<file path="src/humidity_temp_frame_decoder_unit_assert.svh">
// Assertion macros shared by the frame decoder modules.
// Expects signals named clk and arst_n in the module that uses them.
`ifndef HUMIDITY_TEMP_FRAME_DECODER_UNIT_ASSERT_SVH
`define HUMIDITY_TEMP_FRAME_DECODER_UNIT_ASSERT_SVH

// Same-cycle implication, checked out of reset
`define HTFD_ASSERT_SAME(lbl, ante, cons, msg) \
	lbl: assert property (@(posedge clk) disable iff (!arst_n) (ante) |-> (cons)) \
		else $error(msg);

// Next-cycle implication, checked out of reset
`define HTFD_ASSERT_NEXT(lbl, ante, cons, msg) \
	lbl: assert property (@(posedge clk) disable iff (!arst_n) (ante) |=> (cons)) \
		else $error(msg);

`endif

</file>
<file path="src/htfd_pkg.sv">
// Shared types, constants and the CRC-8 byte update for the frame decoder.
// No dependencies; imported by every module of the block.
`timescale 1ns / 1ps

package htfd_pkg;

	// CRC-8, poly 0x31, init 0xFF, no reflection, no final xor
	localparam logic [7:0] CRC_POLY = 8'h31;
	localparam logic [7:0] CRC_INIT = 8'hFF;

	// Byte positions inside a six-byte frame
	localparam logic [2:0] POS_TEMP_HI  = 3'd0;
	localparam logic [2:0] POS_TEMP_LO  = 3'd1;
	localparam logic [2:0] POS_TEMP_CRC = 3'd2;
	localparam logic [2:0] POS_HUM_HI   = 3'd3;
	localparam logic [2:0] POS_HUM_LO   = 3'd4;
	localparam logic [2:0] POS_HUM_CRC  = 3'd5;

	// Scaling: value = round(scale * raw / 65535) - offset
	localparam logic [14:0] TEMP_SCALE_C = 15'd17500;
	localparam logic [14:0] TEMP_SCALE_F = 15'd31500;
	localparam logic [13:0] HUM_SCALE    = 14'd10000;
	localparam logic [15:0] TEMP_OFS_C   = 16'd4500;
	localparam logic [15:0] TEMP_OFS_F   = 16'd4900;
	localparam logic [15:0] ROUND_HALF   = 16'd32767;

	// Scaled products with the rounding half already added
	typedef struct packed {
		logic        valid;
		logic        celsius;
		logic        temp_ok;
		logic        hum_ok;
		logic [30:0] temp_acc;
		logic [29:0] hum_acc;
	} htfd_acc_t;

	// One decoded result
	typedef struct packed {
		logic        humidity_valid;
		logic [13:0] humidity_centi;
		logic        temperature_valid;
		logic [15:0] temperature_centi;
	} htfd_result_t;

	// CRC-8 update over one byte, MSB first
	function automatic logic [7:0] crc8_byte(input logic [7:0] crc, input logic [7:0] data);
		logic [7:0] c;
		c = crc ^ data;
		for (int i = 0; i < 8; i++) begin
			c = c[7] ? ({c[6:0], 1'b0} ^ CRC_POLY) : {c[6:0], 1'b0};
		end
		return c;
	endfunction

endpackage

</file>
<file path="src/htfd_frame.sv">
// Frame tracker: byte position, running CRC and raw words; launches the scaling
// products on the sixth byte. Depends on htfd_pkg and the assertion header.
`timescale 1ns / 1ps

module htfd_frame (
	input  logic              clk,
	input  logic              arst_n,
	input  logic              en,
	input  logic              in_valid,
	input  logic [7:0]        in_byte,
	input  logic              in_start,
	input  logic              celsius,
	output htfd_pkg::htfd_acc_t acc_s2
);
	import htfd_pkg::*;

	logic [2:0]  pos_q;
	logic [7:0]  crc_q;
	logic [15:0] temp_raw_q;
	logic [15:0] hum_raw_q;
	logic        temp_ok_q;

	logic        resync;
	logic [2:0]  eff_pos;
	logic [7:0]  crc_new;
	logic        take;
	logic        frame_done;
	logic [14:0] temp_scale;
	logic [30:0] temp_prod;
	logic [29:0] hum_prod;

	// Position and CRC after resync or a stray count
	assign resync  = in_start || (pos_q > POS_HUM_CRC);
	assign eff_pos = resync ? POS_TEMP_HI : pos_q;
	assign crc_new = crc8_byte(resync ? CRC_INIT : crc_q, in_byte);
	assign take    = en && in_valid;
	assign frame_done = take && (eff_pos == POS_HUM_CRC);

	// Position counter and running CRC
	always_ff @(posedge clk or negedge arst_n) begin
		if (!arst_n) begin
			pos_q <= POS_TEMP_HI;
			crc_q <= CRC_INIT;
		end else if (take) begin
			case (eff_pos)
				POS_TEMP_CRC: begin
					crc_q <= CRC_INIT;
					pos_q <= POS_HUM_HI;
				end
				POS_HUM_CRC: begin
					crc_q <= CRC_INIT;
					pos_q <= POS_TEMP_HI;
				end
				default: begin
					crc_q <= crc_new;
					pos_q <= eff_pos + 3'd1;
				end
			endcase
		end
	end

	// Raw words and temperature check result
	always_ff @(posedge clk) begin
		if (take) begin
			case (eff_pos)
				POS_TEMP_HI:  temp_raw_q[15:8] <= in_byte;
				POS_TEMP_LO:  temp_raw_q[7:0]  <= in_byte;
				POS_TEMP_CRC: temp_ok_q        <= (crc_new == 8'h00);
				POS_HUM_HI:   hum_raw_q[15:8]  <= in_byte;
				POS_HUM_LO:   hum_raw_q[7:0]   <= in_byte;
				default:      ;
			endcase
		end
	end

	// Scaled products plus rounding half
	assign temp_scale = celsius ? TEMP_SCALE_C : TEMP_SCALE_F;
	assign temp_prod  = 31'(temp_raw_q) * 31'(temp_scale) + 31'(ROUND_HALF);
	assign hum_prod   = 30'(hum_raw_q) * 30'(HUM_SCALE) + 30'(ROUND_HALF);

	// Stage 2 register: valid follows the pipe, payload loads on frame end
	always_ff @(posedge clk or negedge arst_n) begin
		if (!arst_n) begin
			acc_s2 <= '0;
		end else begin
			if (en) begin
				acc_s2.valid <= frame_done;
			end
			if (frame_done) begin
				acc_s2.celsius  <= celsius;
				acc_s2.temp_ok  <= temp_ok_q;
				acc_s2.hum_ok   <= (crc_new == 8'h00);
				acc_s2.temp_acc <= temp_prod;
				acc_s2.hum_acc  <= hum_prod;
			end
		end
	end

	`include "humidity_temp_frame_decoder_unit_assert.svh"

	`HTFD_ASSERT_SAME(a_pos_range, 1'b1, pos_q <= POS_HUM_CRC, "byte position out of range")
	`HTFD_ASSERT_NEXT(a_frame_wrap, frame_done, (pos_q == POS_TEMP_HI) && (crc_q == CRC_INIT),
		"frame end did not restart position and CRC")
	`HTFD_ASSERT_NEXT(a_hold_stall, !take, $stable(pos_q) && $stable(crc_q),
		"frame state moved without a beat")

endmodule

</file>
<file path="src/htfd_scale.sv">
// Scaling back end: divides the rounded products by 65535 and applies the
// offset and the CRC verdicts. Depends on htfd_pkg.
`timescale 1ns / 1ps

module htfd_scale (
	input  htfd_pkg::htfd_acc_t    acc,
	output htfd_pkg::htfd_result_t res
);
	import htfd_pkg::*;

	logic [30:0] temp_sum;
	logic [29:0] hum_sum;
	logic [15:0] temp_quot;
	logic [15:0] temp_ofs;

	// floor(x / 65535) = (x + (x >> 16) + 1) >> 16 for x below 2^31
	assign temp_sum  = acc.temp_acc + 31'(acc.temp_acc[30:16]) + 31'd1;
	assign hum_sum   = acc.hum_acc + 30'(acc.hum_acc[29:16]) + 30'd1;
	assign temp_quot = 16'(temp_sum[30:16]);
	assign temp_ofs  = acc.celsius ? TEMP_OFS_C : TEMP_OFS_F;

	// A failed group reads as zero
	always_comb begin
		res.temperature_valid = acc.temp_ok;
		res.humidity_valid    = acc.hum_ok;
		res.temperature_centi = acc.temp_ok ? (temp_quot - temp_ofs) : 16'd0;
		res.humidity_centi    = acc.hum_ok ? hum_sum[29:16] : 14'd0;
	end

endmodule

</file>
<file path="src/humidity_temp_frame_decoder_unit.sv">
// Humidity / temperature frame decoder, top level.
// Uses htfd_pkg, htfd_frame, htfd_scale and the assertion header.
//
// channel  dir  beat content
// s_*      in   tdata[7:0] rx_byte, tuser frame_start
// m_*      out  tdata: temperature_centi, temperature_valid, humidity_centi,
//               humidity_valid (low bit up)
// cfg_*    in   cfg_data = celsius_mode
//
// One input beat per cycle unless the output stalls; after the sixth byte a result
// passes the input register, frame tracker with multipliers and output register.
// Reset clears position, CRC, valids and sets celsius_mode to 1.
// A stalled output register holds the whole pipe: s_tready = !m_tvalid || m_tready.
// cfg_ready is always high.
`timescale 1ns / 1ps

module humidity_temp_frame_decoder_unit (
	input  logic        clk,
	input  logic        arst_n,
	input  logic        s_tvalid,
	output logic        s_tready,
	input  logic [7:0]  s_tdata,   // [7:0] rx_byte
	input  logic        s_tuser,   // [0] frame_start
	output logic        m_tvalid,
	input  logic        m_tready,
	output logic [31:0] m_tdata,   // [15:0] temperature_centi, [16] temperature_valid,
	                               // [30:17] humidity_centi, [31] humidity_valid
	input  logic        cfg_valid,
	output logic        cfg_ready,
	input  logic        cfg_data
);
	import htfd_pkg::*;

	logic         en;
	logic         celsius_q;
	logic         valid_s1;
	logic [7:0]   byte_s1;
	logic         start_s1;
	htfd_acc_t    acc_s2;
	htfd_result_t res;
	htfd_result_t result_q;

	// Whole pipe advances unless a result is stuck at the output
	assign en        = !m_tvalid || m_tready;
	assign s_tready  = en;
	assign cfg_ready = 1'b1;

	// Mode register
	always_ff @(posedge clk or negedge arst_n) begin
		if (!arst_n) begin
			celsius_q <= 1'b1;
		end else if (cfg_valid) begin
			celsius_q <= cfg_data;
		end
	end

	// Input register
	always_ff @(posedge clk or negedge arst_n) begin
		if (!arst_n) begin
			valid_s1 <= 1'b0;
		end else if (en) begin
			valid_s1 <= s_tvalid;
		end
	end

	always_ff @(posedge clk) begin
		if (en) begin
			byte_s1  <= s_tdata;
			start_s1 <= s_tuser;
		end
	end

	htfd_frame u_frame (
		.clk      (clk),
		.arst_n   (arst_n),
		.en       (en),
		.in_valid (valid_s1),
		.in_byte  (byte_s1),
		.in_start (start_s1),
		.celsius  (celsius_q),
		.acc_s2   (acc_s2)
	);

	htfd_scale u_scale (
		.acc (acc_s2),
		.res (res)
	);

	// Output register
	always_ff @(posedge clk or negedge arst_n) begin
		if (!arst_n) begin
			m_tvalid <= 1'b0;
		end else if (en) begin
			m_tvalid <= acc_s2.valid;
		end
	end

	always_ff @(posedge clk) begin
		if (en && acc_s2.valid) begin
			result_q <= res;
		end
	end

	assign m_tdata = result_q;

	`include "humidity_temp_frame_decoder_unit_assert.svh"

	`HTFD_ASSERT_SAME(a_stall_blocks_input, m_tvalid && !m_tready, !s_tready,
		"input accepted while output stalled")
	`HTFD_ASSERT_SAME(a_temp_zero, m_tvalid && !m_tdata[16], m_tdata[15:0] == 16'd0,
		"invalid temperature not zero")
	`HTFD_ASSERT_SAME(a_hum_zero, m_tvalid && !m_tdata[31], m_tdata[30:17] == 14'd0,
		"invalid humidity not zero")
	`HTFD_ASSERT_SAME(a_hum_range, m_tvalid, m_tdata[30:17] <= HUM_SCALE,
		"humidity above full scale")

endmodule
</file>
<file path="config.mk">
export PLATFORM = sky130hd
export DESIGN_NAME = humidity_temp_frame_decoder_unit
export DESIGN_NICKNAME = d
export VERILOG_FILES = /design/src/htfd_pkg.sv /design/src/htfd_frame.sv /design/src/htfd_scale.sv /design/src/humidity_temp_frame_decoder_unit.sv
export VERILOG_INCLUDE_DIRS = /design/src /design/src/src
export SDC_FILE = /design/constraint.sdc
export NUM_CORES = 1
export LEC_CHECK = 0
export ABC_AREA = 1
export BUFFER_PORTS_ARGS = -buffer_cell sky130_fd_sc_hd__buf_2
export CAP_MARGIN = 20
export CELL_PAD_IN_SITES_DETAIL_PLACEMENT = 0
export CELL_PAD_IN_SITES_GLOBAL_PLACEMENT = 1
export CORE_ASPECT_RATIO = 1.2
export CORE_MARGIN = 4
export CORE_UTILIZATION = 45
export DETAILED_ROUTE_END_ITERATION = 10
export PLACE_DENSITY_LB_ADDON = 0.1
export SLEW_MARGIN = 20
export SYNTH_ARGS = -nofsm -noshare
export SYNTH_HDL_FRONTEND = slang
export SYNTH_SLANG_ARGS = --single-unit
</file>
<file path="constraint.sdc">
create_clock -name clk -period 7.2 [get_ports clk]
set_input_delay 0.36 -clock clk [delete_from_list [all_inputs] [get_ports clk]]
set_output_delay 0.36 -clock clk [all_outputs]
set_load 0.1 [all_outputs]
</file>
# ---- Word-level counts from Yosys, hierarchy flattened
# Cells that the tools add are included.
dict set report classes {
  n_eq_ne 5
  order_cmp 1
  add_sub_neg 8
  multipliers 2
  n_mux 14
  bitwise 9
  reduce_logical 14
}
# op n
set op_table {}
lappend op_table {{6-bit 2-to-1 mux} 8}
lappend op_table {{31-bit by 1-bit adder with 31-bit output, second input constant} 1}
lappend op_table {{31-bit by 15-bit adder with 31-bit output} 1}
lappend op_table {{31-bit by 15-bit adder with 31-bit output, second input constant} 1}
lappend op_table {{16-bit by 15-bit multiplier with 31-bit output} 1}
lappend op_table {{30-bit by 1-bit adder with 30-bit output, second input constant} 1}
lappend op_table {{30-bit by 14-bit adder with 30-bit output} 1}
lappend op_table {{30-bit by 15-bit adder with 30-bit output, second input constant} 1}
lappend op_table {{16-bit by 10-bit multiplier with 26-bit output, second input constant} 1}
lappend op_table {{3-bit NOT} 8}
lappend op_table {{8-bit 2-to-1 mux} 2}
lappend op_table {{15-bit by 16-bit subtractor with 16-bit output} 1}
lappend op_table {{14-bit 2-to-1 mux} 1}
lappend op_table {{10-bit 2-to-1 mux} 1}
lappend op_table {{2-bit AND reduction} 5}
lappend op_table {{8-bit logical NOT} 1}
lappend op_table {{8-bit bitwise XOR} 1}
lappend op_table {{3-bit by 2-bit == test with 1-bit output, second input constant} 2}
lappend op_table {{3-bit == test, second input constant} 2}
lappend op_table {{3-bit one-hot mux with 2 select lines} 1}
lappend op_table {{3-bit by 1-bit adder with 3-bit output, second input constant} 1}
lappend op_table {{3-bit by 1-bit == test with 1-bit output, second input constant} 1}
lappend op_table {{3-bit > comparator, second input constant} 1}
lappend op_table {{1-bit logical AND} 3}
lappend op_table {{5 further kinds} 6}
dict set report word_totals {
  ff_bits 153
  inputBits 15
  wordCells 75
}

# ---- Logic depth before layout (Yosys ltp)
# Gate-level depths: netlist of the first run.
dict set report logic_depth {
  depth_word 21
  depth_mapped 30
  depth_no_buf 30
}

# ---- By module
# A second synthesis of the first run with hierarchy kept.
dict set report unflattened {
  hier_cells 2314
  area_unflattened_um2 18116.1
}
# mod n_inst area_per_inst_um2 cells_per_inst
set by_module_without_submodules {}
lappend by_module_without_submodules {htfd_frame 1 13965.9 1714}
lappend by_module_without_submodules {htfd_scale 1 2783.9 543}
lappend by_module_without_submodules {humidity_temp_frame_decoder_unit 1 1366.3 57}

# ---- Worst setup path after synthesis of the first run
# No wires, ideal clock.
dict set report synth_timing {
  kind {register to register}
  start {register celsius_q}
  end {register u_frame.acc_s2[55] (netlist name)}
  setup_ns 0.132
  t_arrival_ns 5.777
  path_slack_ns 1.292
  path_buffers 2
  stages_incl_launch_ff 25
  cell_sequence {dfstp_2 -> clkbuf_1 -> clkbuf_1 -> nand2_1 -> inv_1 -> nor2_1 -> ha_1 -> or2_2 -> fa_1 -> fa_1 -> fa_1 -> fa_1 -> inv_1 -> fa_1 -> inv_1 -> ha_1 -> a21oi_1 -> o21ai_0 -> a21oi_1 -> nand3_1 -> nand3_1 -> nand2_1 -> or2_2 -> nand3_1 -> o21ai_0}
}
dict set report synth_between {
  elab_chain_cells 3
}
# item line_no
set synth_rtl {}
lappend synth_rtl {{from (decl)} humidity_temp_frame_decoder_unit.sv:35} ;# logic celsius_q;
lappend synth_rtl {{from (signal assigned)} humidity_temp_frame_decoder_unit.sv:53} ;# celsius_q <= cfg_data;
lappend synth_rtl {{14-bit 2-to-1 mux} htfd_frame.sv:77} ;# assign temp_scale = celsius ? TEMP_SCALE_C : TEMP_SCALE_F;
lappend synth_rtl {{16-bit by 15-bit multiplier with 31-bit output} htfd_frame.sv:78} ;# assign temp_prod = 31'(temp_raw_q) * 31'(temp_scale) + 31'(ROUND_HALF);
lappend synth_rtl {{31-bit by 15-bit adder with 31-bit output} htfd_frame.sv:78}
# No other way between the ends.
# A chain may end at the register's enable or synchronous reset.

# ---- Worst setup path after layout of the first run
dict set report layout_timing {
  start {register u_frame.temp_raw_q[1]}
  end {register u_frame.acc_s2[60] (netlist name)}
}
dict set report layout_between {
  elab_chain_cells 2
}
# item line_no
set layout_rtl {}
lappend layout_rtl {{from (decl)} htfd_frame.sv:19} ;# logic [15:0] temp_raw_q;
lappend layout_rtl {{from (signal assigned)} htfd_frame.sv:67} ;# POS_TEMP_LO: temp_raw_q[7:0] <= in_byte;
lappend layout_rtl {{16-bit by 15-bit multiplier with 31-bit output} htfd_frame.sv:78}
lappend layout_rtl {{31-bit by 15-bit adder with 31-bit output} htfd_frame.sv:78}
# No other way between the ends.

==> results of run 1 <==
## path summary, 6_finish.rpt
| kind | slack, ns | start | end |
|---|---|---|---|
| min in group asynchronous | 0.31 | arst_n | u_frame.pos_q[2] |
| min | 0.08 | s_tdata[0] | byte_s1[0] |
| min reg2reg | 0.48 | u_frame.acc_s2[64] | m_tvalid |
| max reg2reg | 0.92 | u_frame.temp_raw_q[1] | u_frame.acc_s2[60] |
| max | 0.92 | u_frame.temp_raw_q[1] | u_frame.acc_s2[60] |
| max in group asynchronous | 5.81 | arst_n | u_frame.acc_s2[59] |
## kinds of logic after synthesis
logic type	count (synthesis)	share of synthesized area
multiplexers	1	0.000637
XOR/XNOR	65	0.0343
other	2	0.000425
AND/OR/NAND/NOR	872	0.212
adder cells (fa/ha/maj)	386	0.336
flip-flops	148	0.231
buffers and inverters	522	0.111
AO/OA/AOI/OAI	236	0.0736
## worst max-delay path: stages (launching register included)
cell and delay (ns):
edfxtp_1 0.47, inv_1 0.09, nor2_1 0.29, inv_1 0.17, nor2_1 0.21, o21bai_1 0.20, ha_1 0.19, or2_2 0.10
inv_1 0.04, fa_1 0.53, inv_1 0.05, fa_1 0.46, fa_1 0.52, fa_1 0.55, inv_1 0.05, fa_1 0.53
inv_1 0.04, ha_1 0.34, a21oi_1 0.27, o211ai_1 0.14, nand2_1 0.08, nand3_1 0.18, nand3_1 0.13, nand3_1 0.08
or2_2 0.28, nand3_1 0.07, o21ai_0 0.09
## final cells by class
type,count,area (sq um)
clock buffer,17,425
clock inverter,15,155
fill,3870,19700
inverter,494,1860
multi-input combinational,1570,11700
sequential,148,4090
tap,526,658
timing repair buffer,56,305
## state kept, by name (all words and copies together), names as in the netlist
| name | cells |
|---|---|
| u_frame.acc_s2 | 60 |
| u_frame.crc_q | 8 |
| u_frame.hum_raw_q | 16 |
| m_tdata | 32 |
| u_frame.temp_ok_q | 1 |
| u_frame.temp_raw_q | 16 |
| valid_s1 | 1 |
| byte_s1 | 8 |
| u_frame.pos_q | 3 |
| celsius_q | 1 |
| start_s1 | 1 |
| m_tvalid | 1 |
## placed cells by master, fill, tap and decap left out, types with 47 or more instances in the layout
master	netlist	layout
a21oi_1	85	85
buf_2	2	47
dfrtp_1	65	65
edfxtp_1	74	74
fa_1	149	149
ha_1	237	237
inv_1	483	482
nand2_1	478	478
nand3_1	106	106
nor2_1	171	170
o21ai_0	86	86
## per-stage QoR
| stage | hold WS, ns | instances | util | area, sq um | setup WS (ns) |
|---|---|---|---|---|---|
| after floorplan | 0.0644 | 2240 | - | 17700 | 1.29 |
| after global placement | 0.235 | 2793 | 0.478 | 18600 | 1.07 |
| after detailed placement | 0.236 | 2793 | 0.478 | 18600 | 0.943 |
| after CTS | 0.0517 | 2826 | 0.493 | 19200 | 0.912 |
| after global routing | 0.0558 | 2826 | 0.493 | 19200 | 0.467 |
| final | 0.0823 | 2826 | 0.493 | 19200 | 0.921 |
## cells in the mapped netlist, drive strengths merged
cell / instances / area [sq um]
a211o: 1 / 8.76
a21boi: 4 / 30.0
a21o: 9 / 67.6
a21oi: 90 / 469
a22oi: 1 / 7.51
a31oi: 9 / 56.3
and2: 4 / 25.0
and3: 1 / 6.26
buf: 5 / 28.8
clkbuf: 23 / 86.3
clkinv: 1 / 3.75
conb: 2 / 7.51
dfrtp: 65 / 1630
dfstp: 9 / 236
edfxtp: 74 / 2220
fa: 149 / 2980
ha: 237 / 2970
inv: 493 / 1850
mux2: 1 / 11.3
nand2: 499 / 1940
nand3: 109 / 568
nand3b: 9 / 67.6
nand4: 18 / 113
nor2: 187 / 781
nor3: 25 / 135
nor3b: 1 / 7.51
nor4: 6 / 37.5
o211ai: 1 / 7.51
o21a: 2 / 15.0
o21ai: 99 / 495
o21bai: 10 / 75.1
o221ai: 1 / 8.76
o22ai: 7 / 43.8
o31ai: 1 / 7.51
o41ai: 1 / 8.76
or2: 13 / 81.3
xnor2: 26 / 235
xor2: 39 / 372
## what timing repair did
action / in CTS / in global routing
hold endpoints to repair: 12 / 0
hold buffers: 1 / 0
gates resized for setup: 0 / 0
## routing by layer
layer / vias up / GRT usage / share of wire
met3: 40 / 0.0205 / 0.021
met2: 170 / 0.366 / 0.49
li1: 7101 / - / -
met5: - / 0 / 0
met1: 6460 / 0.284 / 0.47
met4: 0 / 0.0562 / 0.018
==> flow_metrics.py, run 1 <==
metrics = {
    "synth": {
        "ys_seq_elements": 148,
        "synth_cells": 2232,
        "synth_cell_types": 54,
        "ys_warn_count": 0,
        "syn_avg_cell_area_sq_um": 7.92,
        "yosysSeqAreaShare": 0.231,
        "syn_area_sq_um": 17700,
    },
    "grt": {
        "track_usage": 0.211,
        "antenna_found_initial": 0,
        "grt_max_degree": 69,
        "grt_pass1_vias": 14100,
        "grt_overflow_total": 0,
        "grt_pass1_wl_um": 71500,
    },
    "floorplan": {
        "die_x_um": 189,
        "die_h_um": 225,
        "io-pin-count": 50,
        "die_area_sq_um": 42600,
        "core_sq_um": 38800,
        "start_util": 0.455,
        "rows": 79,
    },
    "detailed_routing": {
        "post_drt_wl_per_cell_um": 15.1,
        "routed_via_density": 4.87,
        "drc": 0,
        "antenna_left": 0,
        "drt_pass1_iterations": 5,
        "routed_wl_um": 42700,
        "drt_iter0_drc": 676,
        "vias": 13800,
    },
    "clock_network": {
        "clock_path_buffers": 2,
        "post_cts.repair.setup_buffers": 0,
        "cts_tree": "done",
        "cts.htree.levels": 4,
        "cts.sinks": 148,
        "clk_pin_slew_worst_paths_ns": 0.07,
        "insertion_delay_ns": 0.45,
        "cts-buffers-inserted": 17,
        "cts_root_buf": "clkbuf_16",
    },
    "final_layout": {
        "drive_above_1_share": 0.0761,
        "syn2layout_area_growth_pct": 8.33,
        "fin_nets": 2688,
        "diodes": 0,
    },
    "worst_setup_path": {
        "end_kind": "flip-flop",
        "critPathKind": "flip-flop to flip-flop",
        "rr_worst_depth": 26,
        "crit_required_ns": 7.51,
        "path_max_fanout": 5,
        "cp_data_arrival_time_ns": 6.58,
        "cp-start-kind": "flip-flop",
    },
    "sta": {
        "tns_ns": 0,
        "tightest_slew_ns": 0.833,
        "setup_viol": 0,
        "maxSlewHeadroom": 0.444,
        "rsz0062_at_grt": "false",
        "fin_crit_ns": 6.28,
        "fin_crit_sh": 0.872,
        "fmax_ghz": 0.159,
        "hold_viol": 0,
        "skew_ns": 0.0103,
        "slew_viol_final": 0,
    },
    "hold_path": {
        "hold_path_depth": 1,
        "hp-class": "primary input to flip-flop",
    },
    "place": {
        "port_buffers": 48,
        "place_hpwl_um": 37000,
        "place.gp.congestion": 0.900,
    },
    "flow_run": {
        "maxCapViolations": 0,
    },
    "outcome": {
        "status": "finished, final reports clean",
    },
}
Power of run 1 is left out: the tool's default activity adds up to more than one toggle a clock period on the data nets, which glitch-free logic cannot reach.
==> run 2, diff against run 1 <==
ABC_AREA = not set   (was 1)
BUFFER_PORTS_ARGS = not set   (was -buffer_cell sky130_fd_sc_hd__buf_2)
DONT_BUFFER_PORTS = 1   (was not set)
==> run 2 against run 1 <==
  * Maximum frequency shrank 3.1%
  * Worst setup slack got worse by 0.20 ns
  * Global-route usage down 2.6 points
  * Critical path type unchanged
  * Final cell count fell by 26%
  * Clock skew decreased by 0.00084 ns
  * Synthesized cell count shrank 28%
  * Clock-buffer cell count increased by 1
  * Area after synthesis down 9.0%
  * Via count shrank 23%
  * Wire length down 19%
  * Die area shrank 8.7%
  * Sequential share of layout area grew 2.2 points
==> flow_metrics.py, run 2 <==
metrics = {
    "clock_network": {
        "cts_resized": 0,
        "cts_tree": "done",
        "hold_buffers": 11,
        "insertion_delay_ns": 0.44,
        "cts.htree.levels": 4,
        "cts_root_buf": "clkbuf_16",
        "cts-buffers-inserted": 17,
        "clock_path_buffers": 2,
        "post_cts.repair.setup_buffers": 0,
        "cts.sinks": 148,
        "clk_pin_slew_worst_paths_ns": 0.07,
    },
    "outcome": {
        "status": "finished, final reports clean",
    },
    "final_layout": {
        "syn2layout_area_growth_pct": 7.83,
        "fin_cells": 2079,
        "finish.utilization": 0.494,
        "fin_nets": 2005,
        "top_regs": "u_frame.acc_s2: 60 flops, m_tdata: 32 flops",
        "diodes": 0,
        "mostFrequentLayoutCell": "inv_1",
        "layout_common_cells": "inv_1, ha_1, fa_1",
        "largest_reg_flops": 60,
        "drive_above_1_share": 0.0631,
        "top_register": "u_frame.acc_s2",
    },
    "sta": {
        "slew_viol_final": 0,
        "skew_ns": 0.00945,
        "hold_viol": 0,
        "fmax_ghz": 0.154,
        "maxSlewHeadroom": 0.382,
        "fin_crit_ns": 6.48,
        "setup_viol": 0,
        "rsz0062_at_grt": "false",
        "fin_crit_sh": 0.900,
        "fin_hold_ws_ns": 0.0650,
        "tns_ns": 0,
        "tightest_slew_ns": 0.929,
    },
    "place": {
        "port_buffers": 0,
        "place.gp.congestion": 0.850,
        "dpl.cell_count": 2036,
        "place_hpwl_um": 28600,
    },
    "worst_setup_path": {
        "slowest_stage": "dfstp_2",
        "cp_data_arrival_time_ns": 6.77,
        "critPathKind": "flip-flop to flip-flop",
        "path_cells": "nand2b_1 -> inv_1 -> ha_1 -> inv_1 -> fa_1 -> inv_1 -> fa_1 -> fa_1 -> fa_1 -> inv_1 -> fa_1 -> inv_1 -> ha_1 -> a21oi_1 -> o21ai_0 -> a21oi_1 -> nor2b_1 -> a211oi_1 -> o21ai_1 -> a31oi_1 -> o31ai_1 -> xnor2_1 -> o21ai_0",
        "cp-start-kind": "flip-flop",
        "crit_required_ns": 7.49,
        "slowest_delay_ns": 0.82,
        "path_max_fanout": 26,
        "end_kind": "flip-flop",
        "r2r_slack_ns": 0.72,
    },
    "detailed_routing": {
        "vias": 10600,
        "post_drt_wl_per_cell_um": 16.6,
        "routed_wl_um": 34400,
        "drt_iter0_drc": 527,
        "drc": 0,
        "antenna_left": 0,
        "routed_via_density": 5.09,
        "drt_pass1_iterations": 4,
    },
    "synth": {
        "synth_cells": 1600,
        "synth_ff_type": "edfxtp_1",
        "yosysSeqAreaShare": 0.254,
        "synth_cell_types": 84,
        "async_reset_ff_frac": 0.500,
        "synth_most_common_cell": "inv_1",
        "synth_edf_count": 74,
        "ys_seq_elements": 148,
        "synth.area.top_cells": "fa_1, ha_1, edfxtp_1, dfrtp_1, inv_1",
        "synth_top_cells_by_count": "inv_1, ha_1, fa_1",
        "yosys.area.top_type": "fa_1",
        "ys_warn_count": 0,
        "synth_top_area_share": 0.185,
        "syn_area_sq_um": 16100,
        "syn_avg_cell_area_sq_um": 10.1,
    },
    "grt": {
        "grt_pass1_vias": 11000,
        "grt_max_degree": 82,
        "grt_pass1_wl_um": 57800,
        "antenna_found_initial": 0,
        "track_usage": 0.185,
        "grt_overflow_total": 0,
    },
    "floorplan": {
        "core_sq_um": 35100,
        "rows": 75,
        "start_util": 0.459,
        "die_x_um": 181,
        "io-pin-count": 50,
        "die_area_sq_um": 38900,
        "die_h_um": 215,
    },
    "flow_run": {
        "maxCapViolations": 0,
    },
    "hold_path": {
        "hp-class": "primary input to flip-flop",
    },
}
## run 2: changes by cell type after synthesis, moves of 16 or more
cell      delta
a21o_1      +16
nand2b_1    +29
nand2_2     -19
xnor2_1     +53
nand3_1     -87
o21ai_0     -16
a21oi_1     -39
inv_1      -187
nor2_1     -119
nand2_1    -370
and2_1      +26
## run 2: worst paths after layout
kind                               startpoint                 end  cells after the start
max                                 celsius_q  u_frame.acc_s2[60]                     23
min                                  cfg_data           celsius_q                      1
max reg2reg                         celsius_q  u_frame.acc_s2[60]                     23
min reg2reg                u_frame.acc_s2[64]            m_tvalid                      2
max in group asynchronous              arst_n    u_frame.crc_q[3]                      2
min in group asynchronous              arst_n  u_frame.acc_s2[17]                      2
## run 2: routing by layer
| metal | track usage | wire length, um | up-vias |
|---|---|---|---|
| met4 | 0.0474 | 488 | 0 |
| li1 | - | - | 5308 |
| met2 | 0.319 | 17400 | 90 |
| met1 | 0.248 | 15900 | 5148 |
| met5 | 0 | 0 | - |
| met3 | 0.0240 | 592 | 28 |
## run 2: logic make-up after synthesis
kind of cell | Yosys count | share of synthesized area
adders and majority gates | 386 | 0.370
other | 2 | 0.000467
and+or+nand+nor | 343 | 0.111
buffers and inverters | 335 | 0.0805
xor gates and xnor gates | 119 | 0.0662
muxes | 18 | 0.0121
DFF | 148 | 0.254
AOI/OAI and AO/OA | 249 | 0.106
## run 2: critical path: cells and delay by family, from the launching register on
family / cells / cell delay [ns]
and+or+nand+nor: 2 / 0.26
AOI/OAI and AO/OA: 8 / 1.56
adders and majority gates: 7 / 3.19
DFF: 1 / 0.82
buffers and inverters: 5 / 0.29
xor gates and xnor gates: 1 / 0.19
## run 2: area by class of cell
type / instances / area (sq um)
Clock buffer: 18 / 429
Multi-Input combinational cell: 1125 / 10800
Inverter: 296 / 1110
Fill cell: 3322 / 17700
Clock inverter: 14 / 224
Sequential cell: 148 / 4090
Timing Repair Buffer: 16 / 165
Tap cell: 462 / 578
## run 2: stage by stage
stage | area (sq um) | worst slack (ns)
finish | 17400 | 0.721
global route | 17400 | 0.255
CTS | 17300 | 0.698
detailed placement | 16600 | 0.740
global placement | 16600 | 0.798
floorplan | 16100 | 1.13
Power of run 2 is left out for the same reason.
